`src/hw/rtl/eta_pkg.sv`:
```
// ----------------------------------------------------------------------------
// eta_pkg: shared types and constants of the throttle arbiter
// Holds item kinds, register indexes, pulse-width constants and the
// command and status bundles between the controller and the datapath.
// ----------------------------------------------------------------------------
package eta_pkg;

	localparam int TimeBitsDefault = 32;
	localparam int CfgWidth = 16;
	localparam int CfgIdxWidth = 3;

	localparam logic [10:0] Neutral = 11'd1500;
	localparam logic [10:0] WidthMin = 11'd1000;
	localparam logic [10:0] WidthMax = 11'd2000;
	localparam logic [11:0] RadioLowCentre = 12'd1450;
	localparam logic [11:0] RadioHighCentre = 12'd1550;
	localparam logic [11:0] RadioGlitchLow = 12'd900;
	localparam logic [11:0] RadioGlitchHigh = 12'd2100;
	localparam logic [9:0] RadioLossMs = 10'd500;
	localparam logic [7:0] RadioCountMax = 8'd255;
	localparam logic [7:0] RadioTakeover = 8'd3;

	typedef enum logic [2:0] {
		KIND_TICK = 3'd0,
		KIND_THROTTLE = 3'd1,
		KIND_BOOST = 3'd2,
		KIND_ESTOP = 3'd3,
		KIND_RADIO = 3'd4
	} kind_t;

	typedef enum logic [2:0] {
		REG_DEADBAND = 3'd0,
		REG_REV_NEUTRAL = 3'd1,
		REG_ESTOP_LATCH = 3'd2,
		REG_HOST_TIMEOUT = 3'd3,
		REG_BOOST_RAMP = 3'd4,
		REG_BOOST_HOLD = 3'd5,
		REG_FWD_LIMIT = 3'd6,
		REG_REV_LIMIT = 3'd7
	} reg_idx_t;

	// Commands from the controller to the datapath.
	typedef struct packed {
		logic load;       // capture the item and evaluate all but the ramp step
		logic div_start;  // start the ramp division
		logic div_step;   // one quotient bit
		logic ramp_apply; // apply the finished ramp width
	} eta_cmd_t;

	typedef struct packed {
		logic need_div;   // the item needs the ramp division
		logic div_last;   // final quotient bit is being produced
	} eta_status_t;

	function automatic logic [10:0] clamp_width(input logic [11:0] v);
		if (v < {1'b0, WidthMin}) return WidthMin;
		if (v > {1'b0, WidthMax}) return WidthMax;
		return v[10:0];
	endfunction

endpackage

```
`src/hw/rtl/esc_throttle_arbiter_core.sv`:
```
// An accepted item passes the states IDLE, EVAL and OUT before its result beat;
// a boost ramp step adds the DIV state for the bit-serial ramp division.
// Items are handled one at a time; a new one is taken only in IDLE with the output free.
// Reset: arst_n clears control and arbiter state asynchronously; configuration
// registers return to their defaults. Captured item and divider are not reset.
// ----------------------------------------------------------------------------
// esc_throttle_arbiter_core: throttle arbiter for a motor speed controller
// Chooses the drive pulse width between host commands and a radio receiver.
// ----------------------------------------------------------------------------
module esc_throttle_arbiter_core
	import eta_pkg::*;
#(
	parameter int TIME_BITS = TimeBitsDefault
) (
	input  logic                   clk,
	input  logic                   arst_n,
	input  logic                   cfg_we,
	input  logic [CfgIdxWidth-1:0] cfg_idx,
	input  logic [CfgWidth-1:0]    cfg_data,
	input  logic                   in_valid,
	output logic                   in_stall,
	input  logic [2:0]             kind,
	input  logic [11:0]            value,
	output logic                   out_valid,
	input  logic                   out_stall,
	output logic [10:0]            pulse_out,
	output logic                   radio_mode,
	output logic                   estop_active,
	output logic                   boost_running,
	output logic                   reverse_hold
);

	eta_cmd_t cmd;
	eta_status_t status;

	eta_ctrl u_ctrl (
		.clk(clk), .arst_n(arst_n), .in_valid(in_valid), .in_stall(in_stall),
		.out_valid(out_valid), .out_stall(out_stall), .cmd(cmd), .status(status)
	);

	eta_datapath #(.TIME_BITS(TIME_BITS)) u_dp (
		.clk(clk), .arst_n(arst_n), .cfg_we(cfg_we), .cfg_idx(cfg_idx),
		.cfg_data(cfg_data), .kind(kind), .value(value), .cmd(cmd), .status(status),
		.pulse_out(pulse_out), .radio_mode(radio_mode), .estop_active(estop_active),
		.boost_running(boost_running), .reverse_hold(reverse_hold)
	);

endmodule

```
`src/hw/rtl/eta_ctrl.sv`:
```
// ----------------------------------------------------------------------------
// eta_ctrl: sequencing controller of the throttle arbiter
// Accepts an item, runs the ramp divider when needed and presents the beat.
// ----------------------------------------------------------------------------
module eta_ctrl
	import eta_pkg::*;
(
	input  logic        clk,
	input  logic        arst_n,
	input  logic        in_valid,
	output logic        in_stall,
	output logic        out_valid,
	input  logic        out_stall,
	output eta_cmd_t    cmd,
	input  eta_status_t status
);

	typedef enum logic [1:0] {
		ST_IDLE,
		ST_EVAL,
		ST_DIV,
		ST_OUT
	} state_t;

	state_t state_q;
	logic out_valid_q;

	// The output register is free once its beat is taken; a new item may then enter.
	logic out_free;
	assign out_free = !out_valid_q || !out_stall;
	assign in_stall = (state_q != ST_IDLE) || !out_free;
	assign out_valid = out_valid_q;

	always_comb begin
		cmd = '0;
		unique case (state_q)
			ST_IDLE: cmd.load = in_valid && out_free;
			ST_EVAL: cmd.div_start = status.need_div;
			ST_DIV: begin
				cmd.div_step = 1'b1;
				cmd.ramp_apply = status.div_last;
			end
			ST_OUT: ;
			default: ;
		endcase
	end

	// A beat is only pending in the idle state, so the output register is empty
	// whenever an item is in work.
	always_ff @(posedge clk or negedge arst_n) begin
		if (!arst_n) begin
			state_q <= ST_IDLE;
			out_valid_q <= 1'b0;
		end else begin
			unique case (state_q)
				ST_IDLE: begin
					if (out_valid_q && !out_stall)
						out_valid_q <= 1'b0;
					if (in_valid && out_free) state_q <= ST_EVAL;
				end
				ST_EVAL: state_q <= status.need_div ? ST_DIV : ST_OUT;
				ST_DIV: if (status.div_last) state_q <= ST_OUT;
				ST_OUT: begin
					out_valid_q <= 1'b1;
					state_q <= ST_IDLE;
				end
				default: state_q <= ST_IDLE;
			endcase
		end
	end

endmodule

```
`src/hw/rtl/eta_datapath.sv`:
```
// ----------------------------------------------------------------------------
// eta_datapath: state, arbitration and ramp divider of the throttle arbiter
// Holds every state register and evaluates one item under controller command.
// ----------------------------------------------------------------------------
module eta_datapath
	import eta_pkg::*;
#(
	parameter int TIME_BITS = TimeBitsDefault
) (
	input  logic                   clk,
	input  logic                   arst_n,
	input  logic                   cfg_we,
	input  logic [CfgIdxWidth-1:0] cfg_idx,
	input  logic [CfgWidth-1:0]    cfg_data,
	input  logic [2:0]             kind,
	input  logic [11:0]            value,
	input  eta_cmd_t               cmd,
	output eta_status_t            status,
	output logic [10:0]            pulse_out,
	output logic                   radio_mode,
	output logic                   estop_active,
	output logic                   boost_running,
	output logic                   reverse_hold
);

	localparam int TB = TIME_BITS;

	// configuration
	logic [8:0]  deadband_q;
	logic [15:0] rev_neutral_q, estop_latch_q, host_timeout_q, ramp_q, hold_q;
	logic [10:0] fwd_limit_q, rev_limit_q;

	// state
	logic [TB-1:0] now_q, host_last_q, estop_until_q, rev_release_q;
	logic [TB-1:0] boost_start_q, radio_last_q;
	logic          radio_sel_q, rev_pend_q, boost_act_q, radio_fresh_q;
	logic [10:0]   host_thr_q, boost_base_q, boost_peak_q, drive_q;
	logic [1:0]    applied_dir_q;
	logic [11:0]   radio_width_q;
	logic [7:0]    radio_cnt_q;

	// divider: |off| * el / ramp, el < ramp <= 65535
	logic [26:0] div_rem_q;
	logic [26:0] div_num_q;
	logic [26:0] div_quo_q;
	logic [4:0]  div_cnt_q;
	logic        div_neg_q;

	// items captured on load
	logic [2:0]  kind_q;
	logic [11:0] value_q;

	always_ff @(posedge clk or negedge arst_n) begin
		if (!arst_n) begin
			deadband_q <= 9'd50;
			rev_neutral_q <= 16'd200;
			estop_latch_q <= 16'd1000;
			host_timeout_q <= 16'd2500;
			ramp_q <= 16'd250;
			hold_q <= 16'd800;
			fwd_limit_q <= 11'd1900;
			rev_limit_q <= 11'd1100;
		end else if (cfg_we) begin
			unique case (reg_idx_t'(cfg_idx))
				REG_DEADBAND: deadband_q <= cfg_data[8:0];
				REG_REV_NEUTRAL: rev_neutral_q <= cfg_data;
				REG_ESTOP_LATCH: estop_latch_q <= cfg_data;
				REG_HOST_TIMEOUT: host_timeout_q <= cfg_data;
				REG_BOOST_RAMP: ramp_q <= cfg_data;
				REG_BOOST_HOLD: hold_q <= cfg_data;
				REG_FWD_LIMIT: fwd_limit_q <= cfg_data[10:0];
				REG_REV_LIMIT: rev_limit_q <= cfg_data[10:0];
				default: ;
			endcase
		end
	end

	always_ff @(posedge clk) begin
		if (cmd.load) begin
			kind_q <= kind;
			value_q <= value;
		end
	end

	// Working copy of the state, passed through the item's evaluation.
	typedef struct packed {
		logic [TB-1:0] now, host_last, estop_until, rev_release, boost_start, radio_last;
		logic          radio_sel, rev_pend, boost_act, radio_fresh;
		logic [10:0]   host_thr, boost_base, boost_peak, drive;
		logic [1:0]    dir;
		logic [11:0]   radio_width;
		logic [7:0]    radio_cnt;
	} st_t;

	function automatic logic [1:0] dir_of(input logic [10:0] w, input logic [8:0] db);
		if ({1'b0, w} > {1'b0, Neutral} + {3'b0, db}) return 2'b01;
		if ({1'b0, w} + {3'b0, db} < {1'b0, Neutral}) return 2'b11;
		return 2'b00;
	endfunction

	function automatic st_t force_neutral(input st_t s);
		st_t r;
		r = s;
		r.boost_act = 1'b0;
		r.rev_pend = 1'b0;
		r.dir = 2'b00;
		r.drive = Neutral;
		return r;
	endfunction

	function automatic st_t cancel_boost(input st_t s);
		st_t r;
		r = s;
		r.boost_act = 1'b0;
		r.boost_base = Neutral;
		r.boost_peak = Neutral;
		r.boost_start = '0;
		return r;
	endfunction

	function automatic st_t request_output(input st_t s, input logic [11:0] w,
			input logic [8:0] db, input logic [15:0] rn);
		st_t r;
		logic [10:0] tgt;
		logic [1:0] d;
		r = s;
		tgt = clamp_width(w);
		d = dir_of(tgt, db);
		if (r.rev_pend) begin
			if (d == 2'b00) return force_neutral(r);
			if (r.now < r.rev_release) begin
				r.drive = Neutral;
				return r;
			end
			r.rev_pend = 1'b0;
		end
		if (d != 2'b00 && r.dir != 2'b00 && d != r.dir) begin
			r.rev_pend = 1'b1;
			r.rev_release = r.now + TB'(rn);
			r.dir = 2'b00;
			r.drive = Neutral;
			return r;
		end
		r.drive = tgt;
		r.dir = d;
		return r;
	endfunction

	st_t cur, nxt, ramp_nxt;
	logic need_div;
	logic [TB-1:0] el;
	logic [10:0] ramp_mag;
	logic ramp_neg;

	always_comb begin
		cur.now = now_q; cur.host_last = host_last_q; cur.estop_until = estop_until_q;
		cur.rev_release = rev_release_q; cur.boost_start = boost_start_q;
		cur.radio_last = radio_last_q; cur.radio_sel = radio_sel_q;
		cur.rev_pend = rev_pend_q; cur.boost_act = boost_act_q;
		cur.radio_fresh = radio_fresh_q; cur.host_thr = host_thr_q;
		cur.boost_base = boost_base_q; cur.boost_peak = boost_peak_q;
		cur.drive = drive_q; cur.dir = applied_dir_q;
		cur.radio_width = radio_width_q; cur.radio_cnt = radio_cnt_q;
	end

	// Evaluation of one item. A boost ramp step leaves its width to the divider.
	always_comb begin
		logic [10:0] req, dmag;
		logic [11:0] mag, boosted;
		logic [12:0] peak;
		logic keep, alive;
		nxt = cur;
		need_div = 1'b0;
		el = '0;
		ramp_mag = '0;
		ramp_neg = 1'b0;
		req = '0; dmag = '0; mag = '0; boosted = '0; peak = '0;
		keep = 1'b0; alive = 1'b0;
		case (kind_q)
			KIND_TICK: begin
				nxt.now = cur.now + 1'b1;
				alive = (nxt.now - nxt.radio_last) < TB'(RadioLossMs);
				if (nxt.now < nxt.estop_until) begin
					nxt = force_neutral(nxt);
					nxt.radio_cnt = '0;
				end else begin
					if (alive) begin
						if (nxt.radio_fresh) begin
							nxt.radio_fresh = 1'b0;
							if (nxt.radio_width < RadioLowCentre
									|| nxt.radio_width > RadioHighCentre) begin
								if (nxt.radio_cnt != RadioCountMax)
									nxt.radio_cnt = nxt.radio_cnt + 1'b1;
								if (nxt.radio_cnt > RadioTakeover && !nxt.radio_sel) begin
									nxt.radio_sel = 1'b1;
									nxt = cancel_boost(nxt);
								end
							end else begin
								nxt.radio_cnt = '0;
							end
						end
						if (nxt.radio_sel)
							nxt = request_output(nxt, nxt.radio_width, deadband_q,
								rev_neutral_q);
					end else begin
						if (nxt.radio_sel) begin
							nxt.radio_sel = 1'b0;
							nxt.host_thr = Neutral;
							nxt = force_neutral(nxt);
						end
						nxt.radio_cnt = '0;
					end
					if (!nxt.radio_sel && nxt.boost_act) begin
						el = nxt.now - nxt.boost_start;
						if (el < TB'(ramp_q)) begin
							// Ramp step: the divider finishes it, timeout is checked there.
							need_div = 1'b1;
							ramp_neg = nxt.boost_peak < nxt.boost_base;
							ramp_mag = ramp_neg ? nxt.boost_base - nxt.boost_peak
								: nxt.boost_peak - nxt.boost_base;
						end else if ({1'b0, el} < {1'b0, TB'(ramp_q)} + {1'b0, TB'(hold_q)})
							nxt = request_output(nxt, {1'b0, nxt.boost_peak}, deadband_q,
								rev_neutral_q);
						else begin
							nxt.boost_act = 1'b0;
							nxt = request_output(nxt, {1'b0, nxt.boost_base}, deadband_q,
								rev_neutral_q);
						end
					end else if (!nxt.radio_sel && nxt.rev_pend)
						nxt = request_output(nxt, {1'b0, nxt.host_thr}, deadband_q,
							rev_neutral_q);
					if (!need_div && !nxt.radio_sel && nxt.host_thr != Neutral
							&& nxt.host_last != '0
							&& (nxt.now - nxt.host_last) > TB'(host_timeout_q)) begin
						nxt.host_thr = Neutral;
						nxt = force_neutral(nxt);
						nxt.host_last = '0;
					end
				end
			end
			KIND_THROTTLE: begin
				if (!(cur.now < cur.estop_until)) begin
					req = clamp_width(value_q);
					keep = cur.boost_act && req == cur.boost_base;
					nxt.host_thr = req;
					nxt.host_last = cur.now;
					nxt.radio_sel = 1'b0;
					if (!keep) begin
						nxt = cancel_boost(nxt);
						nxt = request_output(nxt, {1'b0, req}, deadband_q, rev_neutral_q);
					end
				end
			end
			KIND_BOOST: begin
				if (!(cur.now < cur.estop_until)) begin
					req = clamp_width(value_q);
					nxt.host_thr = req;
					nxt.host_last = cur.now;
					nxt.radio_sel = 1'b0;
					dmag = (req >= Neutral) ? req - Neutral : Neutral - req;
					if (dmag <= {2'b0, deadband_q}) begin
						nxt = cancel_boost(nxt);
						nxt = request_output(nxt, {1'b0, req}, deadband_q, rev_neutral_q);
					end else begin
						mag = {1'b0, dmag};
						boosted = 12'((({2'b0, mag} * 14'd3) + 14'd1) >> 1);
						if (req > Neutral) begin
							peak = {2'b0, Neutral} + {1'b0, boosted};
							if (peak > {2'b0, fwd_limit_q}) peak = {2'b0, fwd_limit_q};
						end else begin
							peak = {2'b0, Neutral} - {1'b0, boosted};
							if ($signed(peak) < $signed({2'b0, rev_limit_q}))
								peak = {2'b0, rev_limit_q};
						end
						nxt.boost_base = req;
						nxt.boost_peak = peak[10:0];
						nxt.boost_start = cur.now;
						nxt.boost_act = peak[10:0] != req;
						nxt = request_output(nxt, {1'b0, req}, deadband_q, rev_neutral_q);
					end
				end
			end
			KIND_ESTOP: begin
				nxt.host_thr = Neutral;
				nxt.radio_sel = 1'b0;
				nxt.estop_until = cur.now + TB'(estop_latch_q);
				nxt.host_last = '0;
				nxt = force_neutral(nxt);
			end
			KIND_RADIO: begin
				if (value_q > RadioGlitchLow && value_q < RadioGlitchHigh) begin
					nxt.radio_width = value_q;
					nxt.radio_last = cur.now;
					nxt.radio_fresh = 1'b1;
				end
			end
			default: ;
		endcase
	end

	// Ramp completion, after the quotient is known.
	always_comb begin
		logic [11:0] w;
		ramp_nxt = cur;
		w = div_neg_q ? {1'b0, cur.boost_base} - div_quo_q[11:0]
			: {1'b0, cur.boost_base} + div_quo_q[11:0];
		ramp_nxt = request_output(ramp_nxt, w, deadband_q, rev_neutral_q);
		if (!ramp_nxt.radio_sel && ramp_nxt.host_thr != Neutral
				&& ramp_nxt.host_last != '0
				&& (ramp_nxt.now - ramp_nxt.host_last) > TB'(host_timeout_q)) begin
			ramp_nxt.host_thr = Neutral;
			ramp_nxt = force_neutral(ramp_nxt);
			ramp_nxt.host_last = '0;
		end
	end

	assign status.need_div = need_div;
	assign status.div_last = (div_cnt_q == 5'd0);

	// Restoring divider, one quotient bit per cycle, MSB first.
	logic [27:0] trial;
	assign trial = {div_rem_q, div_num_q[26]} - {12'd0, ramp_q};

	always_ff @(posedge clk) begin
		if (cmd.div_start) begin
			div_num_q <= {16'd0, ramp_mag} * {11'd0, el[15:0]};
			div_rem_q <= '0;
			div_quo_q <= '0;
			div_cnt_q <= 5'd26;
			div_neg_q <= ramp_neg;
		end else if (cmd.div_step) begin
			div_num_q <= {div_num_q[25:0], 1'b0};
			if (!trial[27]) begin
				div_rem_q <= trial[26:0];
				div_quo_q <= {div_quo_q[25:0], 1'b1};
			end else begin
				div_rem_q <= {div_rem_q[25:0], div_num_q[26]};
				div_quo_q <= {div_quo_q[25:0], 1'b0};
			end
			div_cnt_q <= div_cnt_q - 1'b1;
		end
	end

	// Evaluation state is committed in the cycle after load (EVAL); a ramp step is
	// committed partly then and fully when the quotient is applied.
	logic eval_q;
	always_ff @(posedge clk or negedge arst_n) begin
		if (!arst_n) eval_q <= 1'b0;
		else eval_q <= cmd.load;
	end

	logic ramp_apply_q;
	always_ff @(posedge clk or negedge arst_n) begin
		if (!arst_n) ramp_apply_q <= 1'b0;
		else ramp_apply_q <= cmd.ramp_apply;
	end

	// On the apply cycle the divider register holds the full quotient.
	st_t sel;
	always_comb begin
		sel = ramp_apply_q ? ramp_nxt : nxt;
	end

	always_ff @(posedge clk or negedge arst_n) begin
		if (!arst_n) begin
			now_q <= '0; host_last_q <= '0; estop_until_q <= '0;
			rev_release_q <= '0; boost_start_q <= '0; radio_last_q <= '0;
			radio_sel_q <= 1'b0; rev_pend_q <= 1'b0; boost_act_q <= 1'b0;
			radio_fresh_q <= 1'b0;
			host_thr_q <= Neutral; boost_base_q <= Neutral; boost_peak_q <= Neutral;
			drive_q <= Neutral; applied_dir_q <= 2'b00;
			radio_width_q <= {1'b0, Neutral}; radio_cnt_q <= '0;
		end else if (eval_q || ramp_apply_q) begin
			now_q <= sel.now; host_last_q <= sel.host_last;
			estop_until_q <= sel.estop_until; rev_release_q <= sel.rev_release;
			boost_start_q <= sel.boost_start; radio_last_q <= sel.radio_last;
			radio_sel_q <= sel.radio_sel; rev_pend_q <= sel.rev_pend;
			boost_act_q <= sel.boost_act; radio_fresh_q <= sel.radio_fresh;
			host_thr_q <= sel.host_thr; boost_base_q <= sel.boost_base;
			boost_peak_q <= sel.boost_peak; drive_q <= sel.drive;
			applied_dir_q <= sel.dir; radio_width_q <= sel.radio_width;
			radio_cnt_q <= sel.radio_cnt;
		end
	end

	assign pulse_out = drive_q;
	assign radio_mode = radio_sel_q;
	assign estop_active = now_q < estop_until_q;
	assign boost_running = boost_act_q;
	assign reverse_hold = rev_pend_q;

endmodule

```
`config.mk`:
```
export PLATFORM = sky130hd
export DESIGN_NAME = esc_throttle_arbiter_core
export DESIGN_NICKNAME = d
export VERILOG_FILES = /design/src/hw/rtl/eta_pkg.sv /design/src/hw/rtl/esc_throttle_arbiter_core.sv /design/src/hw/rtl/eta_ctrl.sv /design/src/hw/rtl/eta_datapath.sv
export SDC_FILE = /design/constraint.sdc
export NUM_CORES = 2
export LEC_CHECK = 0
export ABC_AREA = 1
export BUFFER_PORTS_ARGS = -buffer_cell sky130_fd_sc_hd__buf_4
export CAP_MARGIN = 20
export CORE_ASPECT_RATIO = 0.75
export CORE_MARGIN = 2
export CORE_UTILIZATION = 35
export CTS_BUF_LIST = sky130_fd_sc_hd__clkbuf_4
export CTS_CLUSTER_SIZE = 8
export DETAILED_ROUTE_END_ITERATION = 7
export PLACE_DENSITY_LB_ADDON = 0.05
export SYNTH_ARGS = -nofsm -noshare
export SYNTH_HDL_FRONTEND = slang
export SYNTH_SLANG_ARGS = --single-unit
```
`constraint.sdc`:
```
create_clock -name clk -period 13.25 [get_ports clk]
set_clock_uncertainty 0.15 [all_clocks]
set_input_delay 3.975 -clock clk [delete_from_list [all_inputs] [get_ports clk]]
set_output_delay 3.975 -clock clk [all_outputs]
set_load 0.1 [all_outputs]
```
* Word-level counts from Yosys, hierarchy flattened *
Cells that the tools add are included.

storage, ports and cells
  bits in registers = 465
  input port bits = 39

operators by class
  magnitude comparators = 53
  multipliers = 2
  mux-type cells = 619
  eq/ne operators = 47
  add/sub/neg operators = 31
  bitwise operators = 3
  reductions and logical operators = 93

operators by type and width
  cell                                                                     count
  262-bit two-way mux                                                      75
  11-bit two-way mux                                                       79
  160-bit one-hot mux with 4 select lines                                  1
  230-bit two-way mux                                                      2
  1-bit two-way mux                                                        364
  32-bit two-way mux                                                       9
  134-bit two-way mux                                                      2
  46-bit one-hot mux with 4 select lines                                   1
  32-bit < comparator                                                      5
  32-bit by 16-bit adder with 32-bit output                                4
  32-bit one-hot mux with 4 select lines                                   1
  32-bit subtractor                                                        4
  126-bit two-way mux                                                      1
  2-bit two-way mux                                                        62
  12-bit by 11-bit < comparator with 1-bit output (second input constant)  9
  11-bit by 9-bit adder with 12-bit output                                 8
  11-bit by 12-bit greater-than comparator with 1-bit output               8
  27-bit two-way mux                                                       3
  69-bit two-way mux                                                       1
  11-bit greater-than comparator (second input constant)                   6
  32-bit by 16-bit greater-than comparator with 1-bit output               2
  32-bit nonzero test                                                      2
  8-bit two-way mux                                                        7
  11-bit by 10-bit < comparator with 1-bit output (second input constant)  5
  other kinds (76)                                                         187

* Longest topological paths before layout *
  word-level depth = 165
  mapped depth = 89

* Hierarchy *
A second synthesis with hierarchy kept.

unflattened totals
  cell total of the unflattened synthesis = 8100
  area total of the unflattened synthesis = 55499.5 um^2

by module, submodules not included
  module        sequential area each (um^2)  area an instance (um^2)  cells an instance  times used
  eta_datapath  11646.2                      55249.2                  8064               1
  eta_ctrl      75.1                         250.2                    36                 1

* Worst setup path after synthesis *
OpenSTA, ideal clock, no wires.

  path type = reg-to-reg
  start = reg u_dp.now_q[1]
  end = reg u_dp.div_num_q[26], data pin
  required time = 12.846 ns
  stages on the path, launching flop included = 83
  setup slack = -1.262 ns
  data arrival time = 14.108 ns
  clock period less this slack = 14.512 ns
  path through = dfrtp_1 > ha_1 > nand2_1 > nor2_1 > inv_1 > nor4_1 > inv_1 > nor2_1 > nand2_1 > nor2_1 > nand2_1 > nor2_1 > nand2_1 > xor2_1 > inv_1 > ha_1 > nand2_1 > nor2_1 > [47 not listed] > ha_1 > nand2_1 > inv_1 > a21oi_1 > o31ai_1 > a21oi_1 > o21bai_1 > a21oi_1 > o21ai_0 > nand2_1 > o21ai_0 > nand3_1 > nand2_1 > nand3_1 > o21bai_1 > xor2_1 > mux2i_1 > inv_1

on the way
  longest elaborated chain between the ends = 34
  elaborated cells on any way between the ends = 57
  classes of those cells = add/sub: 5; mul: 1; order compare: 5; mux: 44; reduce/logical: 2

ends and longest elaborated chain
  item                                                                          line                 RTL
  from (decl)                                                                   eta_datapath.sv:34   logic [TB-1:0] now_q, host_last_q, estop_until_q, rev_release_q;
  from (signal assigned)                                                        eta_datapath.sv:374  now_q <= sel.now; host_last_q <= sel.host_last;
  32-bit by 1-bit adder with 32-bit output *                                    eta_datapath.sv:181  nxt.now = cur.now + 1'b1;
  parallel branches: the longest is 32 deep, another holds 32-bit < comparator  --
  27-bit two-way mux *                                                          eta_datapath.sv:325  if (cmd.div_start) begin
  to (signal assigned)                                                          eta_datapath.sv:326  div_num_q <= {16'd0, ramp_mag} * {11'd0, el[15:0]};
  to (signal assigned)                                                          eta_datapath.sv:332  div_num_q <= {div_num_q[25:0], 1'b0};
  to (decl)                                                                     eta_datapath.sv:44   logic [26:0] div_num_q;

Mark *: on every way between the ends. The select of a mux whose other input is x is not followed.
A chain may end at the register's enable or synchronous reset.

* Worst setup path in the final report *
  start = reg u_dp.now_q[3]
  end = reg u_dp.div_num_q[26], data pin

The elaborated chain is that of the path after synthesis.

==> run summary <==
status -> finished clean
Die Span X -> 462.5 µm
CTS Buf Count -> 148
CORE AREA -> 0.1569 mm²
RSZ-0062 raised after global routing -> true
most frequent cells after synthesis -> 1,802 x nand2_1, 1,090 x inv_1, 761 x nor2_1, 691 x ha_1, 573 x a21oi_1
vias in the first global route -> 55,058
drt first-iter violations -> 5,316
clk_lat worst skew -> 1250 ps
flops & latches, synth -> 465
DRC Markers -> 0
# hold bufs at CTS -> 0
Tot GR Track Use -> 29.87%
Post-Syn Nets -> 8,907
ranking of synthesized cells by area -> ha_1 16%, dfrtp_1 14%, nand2_1 12%
ys async rst share -> 81.29%
Yosys cell types -> 80
cell taking the most area after synthesis -> ha_1
post-detailed-route count of antenna-violating nets -> 0
cells after synthesis -> 8,041
startpoint type of the worst setup path -> flop
Crit path largest cell delay -> 530 ps
Hold Path Class -> flop to flop
Filler Cells Inserted -> 16,528
Critical Path RT -> 14,070 ps
fraction of layout cells with a size suffix above 1 -> 18.34%
WL per Instance -> 22.34 µm
die area -> 0.1609 mm²
mapped cell area -> 0.05517 mm²
Initial Util -> 35.17%
worst vdd ir -> 0.0002549 V
# IOs -> 56
H-tree Lvls -> 4
largest net degree at the start of global routing -> 119
number of vias per cell -> 5.270
row count -> 126
Leakage -> 33.41 nW
worst-path fanout max -> 6
Final Util -> 42.74%
drt total wl -> 245,700 µm
Final HPWL DP -> 191,800 µm
Yosys warning count -> 0
Layout Cells excl Fill -> 10,998
maximum clock insertion buffer count -> 3
Period minus WS final -> 13,030 ps
top-count cell post-synth -> nand2_1
Mean Syn Cell Area -> 6.861 µm²
Overflow after GRT -> 0
clk sink count -> 465
Post-synth EDFFs -> 43
placed cell count -> 10,640
Worst slew margin -> 21.41%
nets -> 9,620
Critical Path AT -> 13,850 ps
I/O Buffers -> 55
CTS root buffer -> clkbuf_4
P&R area growth vs syn -> 21.52%
drt first pass iters -> 6
CTS tree -> yes
share of the synthesized area in the top cell type -> 15.67%
Max Clk Rate -> 76.75 MHz
sequential area share after synthesis -> 21.24%
max_cap viols -> 0
Synth Flop Type -> dfrtp_1
GPL Wtd Cong -> 0.9447
worst slew pin tran -> 1168 ps
period utilization -> 98.33%
clk slew on worst S/H paths -> 70 ps
Slew Limit Fails -> 0
first-pass GRT wire length -> 361,500 µm
initial antenna violation count -> 18
Final setup violation count -> 0
CP endpoint kind -> flop
power per cell area -> 278.7 mW/mm²
Via Count -> 57,964
Hold Vio Cnt, Final -> 0
die height -> 347.8 µm
crit path max-delay cell type -> fa_1
kind of critical path -> flop to flop
## cell families (layout without fill, tap and decap cells)
logic type	count (synthesis)	in the layout	share of synthesized area, %
xor+xnor	305	305	4.855
buf+inv	1369	2197	9.638
flops	465	465	21.24
other cells	0	17	0
fa+ha+maj	828	828	20.62
compound gates	1683	1683	17.29
simple gates	3366	3366	25.89
mux	25	25	0.4536
## layout make-up
class | instances | area (µm²) | area share (%)
flip-flops and latches | 465 | 11720 | 17.49
clock buffers | 218 | 1637 | 2.441
diodes | 17 | 42.54 | 0.06345
well taps | 2112 | 2643 | 3.941
inverters | 1144 | 4322 | 6.446
repair buffers | 788 | 6223 | 9.282
clock inverters | 47 | 376.6 | 0.5617
multi-input cells | 6207 | 40080 | 59.78
## cell usage in the layout (no fill, tap or decap), types with 28 or more instances in the layout
| cell | Yosys | routed |
|---|---|---|
| buf_4 | 13 | 750 |
| nand2_1 | 1802 | 1749 |
| a21oi_2 | 4 | 50 |
| ha_4 | 0 | 40 |
| a21oi_1 | 573 | 518 |
| a211oi_1 | 40 | 38 |
| nand3_1 | 407 | 400 |
| clkinv_1 | 4 | 32 |
| ha_1 | 691 | 645 |
| fa_1 | 136 | 123 |
| nor3_1 | 94 | 84 |
| xnor2_1 | 92 | 87 |
| dfxtp_1 | 44 | 44 |
| nand2_2 | 23 | 65 |
| o211ai_1 | 89 | 89 |
| o31ai_1 | 29 | 28 |
| inv_1 | 1090 | 1039 |
| o21ai_1 | 147 | 156 |
| nor2_1 | 761 | 694 |
| edfxtp_1 | 43 | 43 |
| nor2_2 | 23 | 59 |
| nand4_1 | 131 | 131 |
| xor2_1 | 212 | 195 |
| o21ai_0 | 538 | 511 |
| inv_2 | 47 | 96 |
| dfstp_2 | 72 | 72 |
| o21a_1 | 32 | 32 |
| dfrtp_1 | 306 | 304 |
| clkbuf_4 | 0 | 218 |
| o21bai_1 | 45 | 44 |
| nor2_4 | 13 | 44 |
## state kept, by name, indices dropped and copies added, names as in the netlist, 12 cells and up
name / count
u_dp.boost_start_q: 32
u_dp.hold_q: 16
u_dp.rev_neutral_q: 16
u_dp.div_quo_q: 12
u_dp.div_num_q: 27
u_dp.ramp_q: 16
u_dp.value_q: 12
u_dp.host_last_q: 32
u_dp.radio_last_q: 32
u_dp.estop_latch_q: 16
u_dp.div_rem_q: 27
u_dp.radio_width_q: 12
u_dp.now_q: 32
u_dp.estop_until_q: 32
u_dp.host_timeout_q: 16
u_dp.rev_release_q: 32
## metrics by stage
stage	hold slack [ps]	setup TNS, ps	setup WS (ps)	area, µm²	power [W]
2_1_floorplan	295.3	0	2.486	55440	0.01095
3_3_place_gp	304.6	-5895	-979.6	62510	0.01614
3_5_place_dp	312.7	-7933	-1162	62510	0.01621
4_1_cts	319.2	-68.51	-53.71	65260	0.01813
5_1_grt	345.5	-2446	-553.9	67030	0.02033
6_report	318.5	0	221.1	67050	0.01869
## where the power goes
group	switching (W)	total (W)	internal [W]	leakage (nW)
Combinational	0.00943	0.0147	0.00527	26.7
Sequential	0.000372	0.00229	0.00192	5.50
Clock	0.000821	0.00169	0.000872	1.18
Total	0.0106	0.0187	0.00807	33.4
## metal layers
layer | vias up | track usage, % | part of all wire (%) | wire, µm
met2 | 1747 | 44.55 | 42 | 102700
met3 | 319 | 5.040 | 6.6 | 16250
met4 | 4 | 8.397 | 2.8 | 6867
li1 | 28236 | - | - | -
met1 | 27658 | 43.88 | 49 | 119800
met5 | - | 0 | 0.011 | 27
## worst max-delay path, delay by kind of cell (launching register included)
| family | cells | cell delay, ps |
|---|---|---|
| adder cells (fa/ha/maj) | 9 | 3700 |
| AND/OR/NAND/NOR | 25 | 2860 |
| AO/OA/AOI/OAI | 20 | 2800 |
| buffers and inverters | 21 | 2260 |
| XOR/XNOR | 3 | 530 |
| flip-flops | 1 | 350 |
| multiplexers | 1 | 120 |
## path summary, 6_finish.rpt
check | start | end | slack, ps | cells past startpoint
setup / recovery | u_dp.now_q[3] | u_dp.div_num_q[26] | 220 | 79
hold / removal | u_dp.div_cnt_q[0] | u_dp.div_cnt_q[0] | 320 | 2
setup reg to reg | u_dp.now_q[3] | u_dp.div_num_q[26] | 220 | 79
hold reg to reg | u_dp.div_cnt_q[0] | u_dp.div_cnt_q[0] | 320 | 2
max in group asynchronous | arst_n | u_dp.radio_cnt_q[7] | 7930 | 3
min in group asynchronous | arst_n | u_dp.host_last_q[7] | 2600 | 1
## what timing repair did
action | CTS | global route
endpoints found under the setup margin | 10 | 13
gates cloned | 1 | 0
pin swaps | 45 | 142
buffers inserted | 20 | 49
resized for setup | 126 | 302
(Power assumes the default switching activity.)
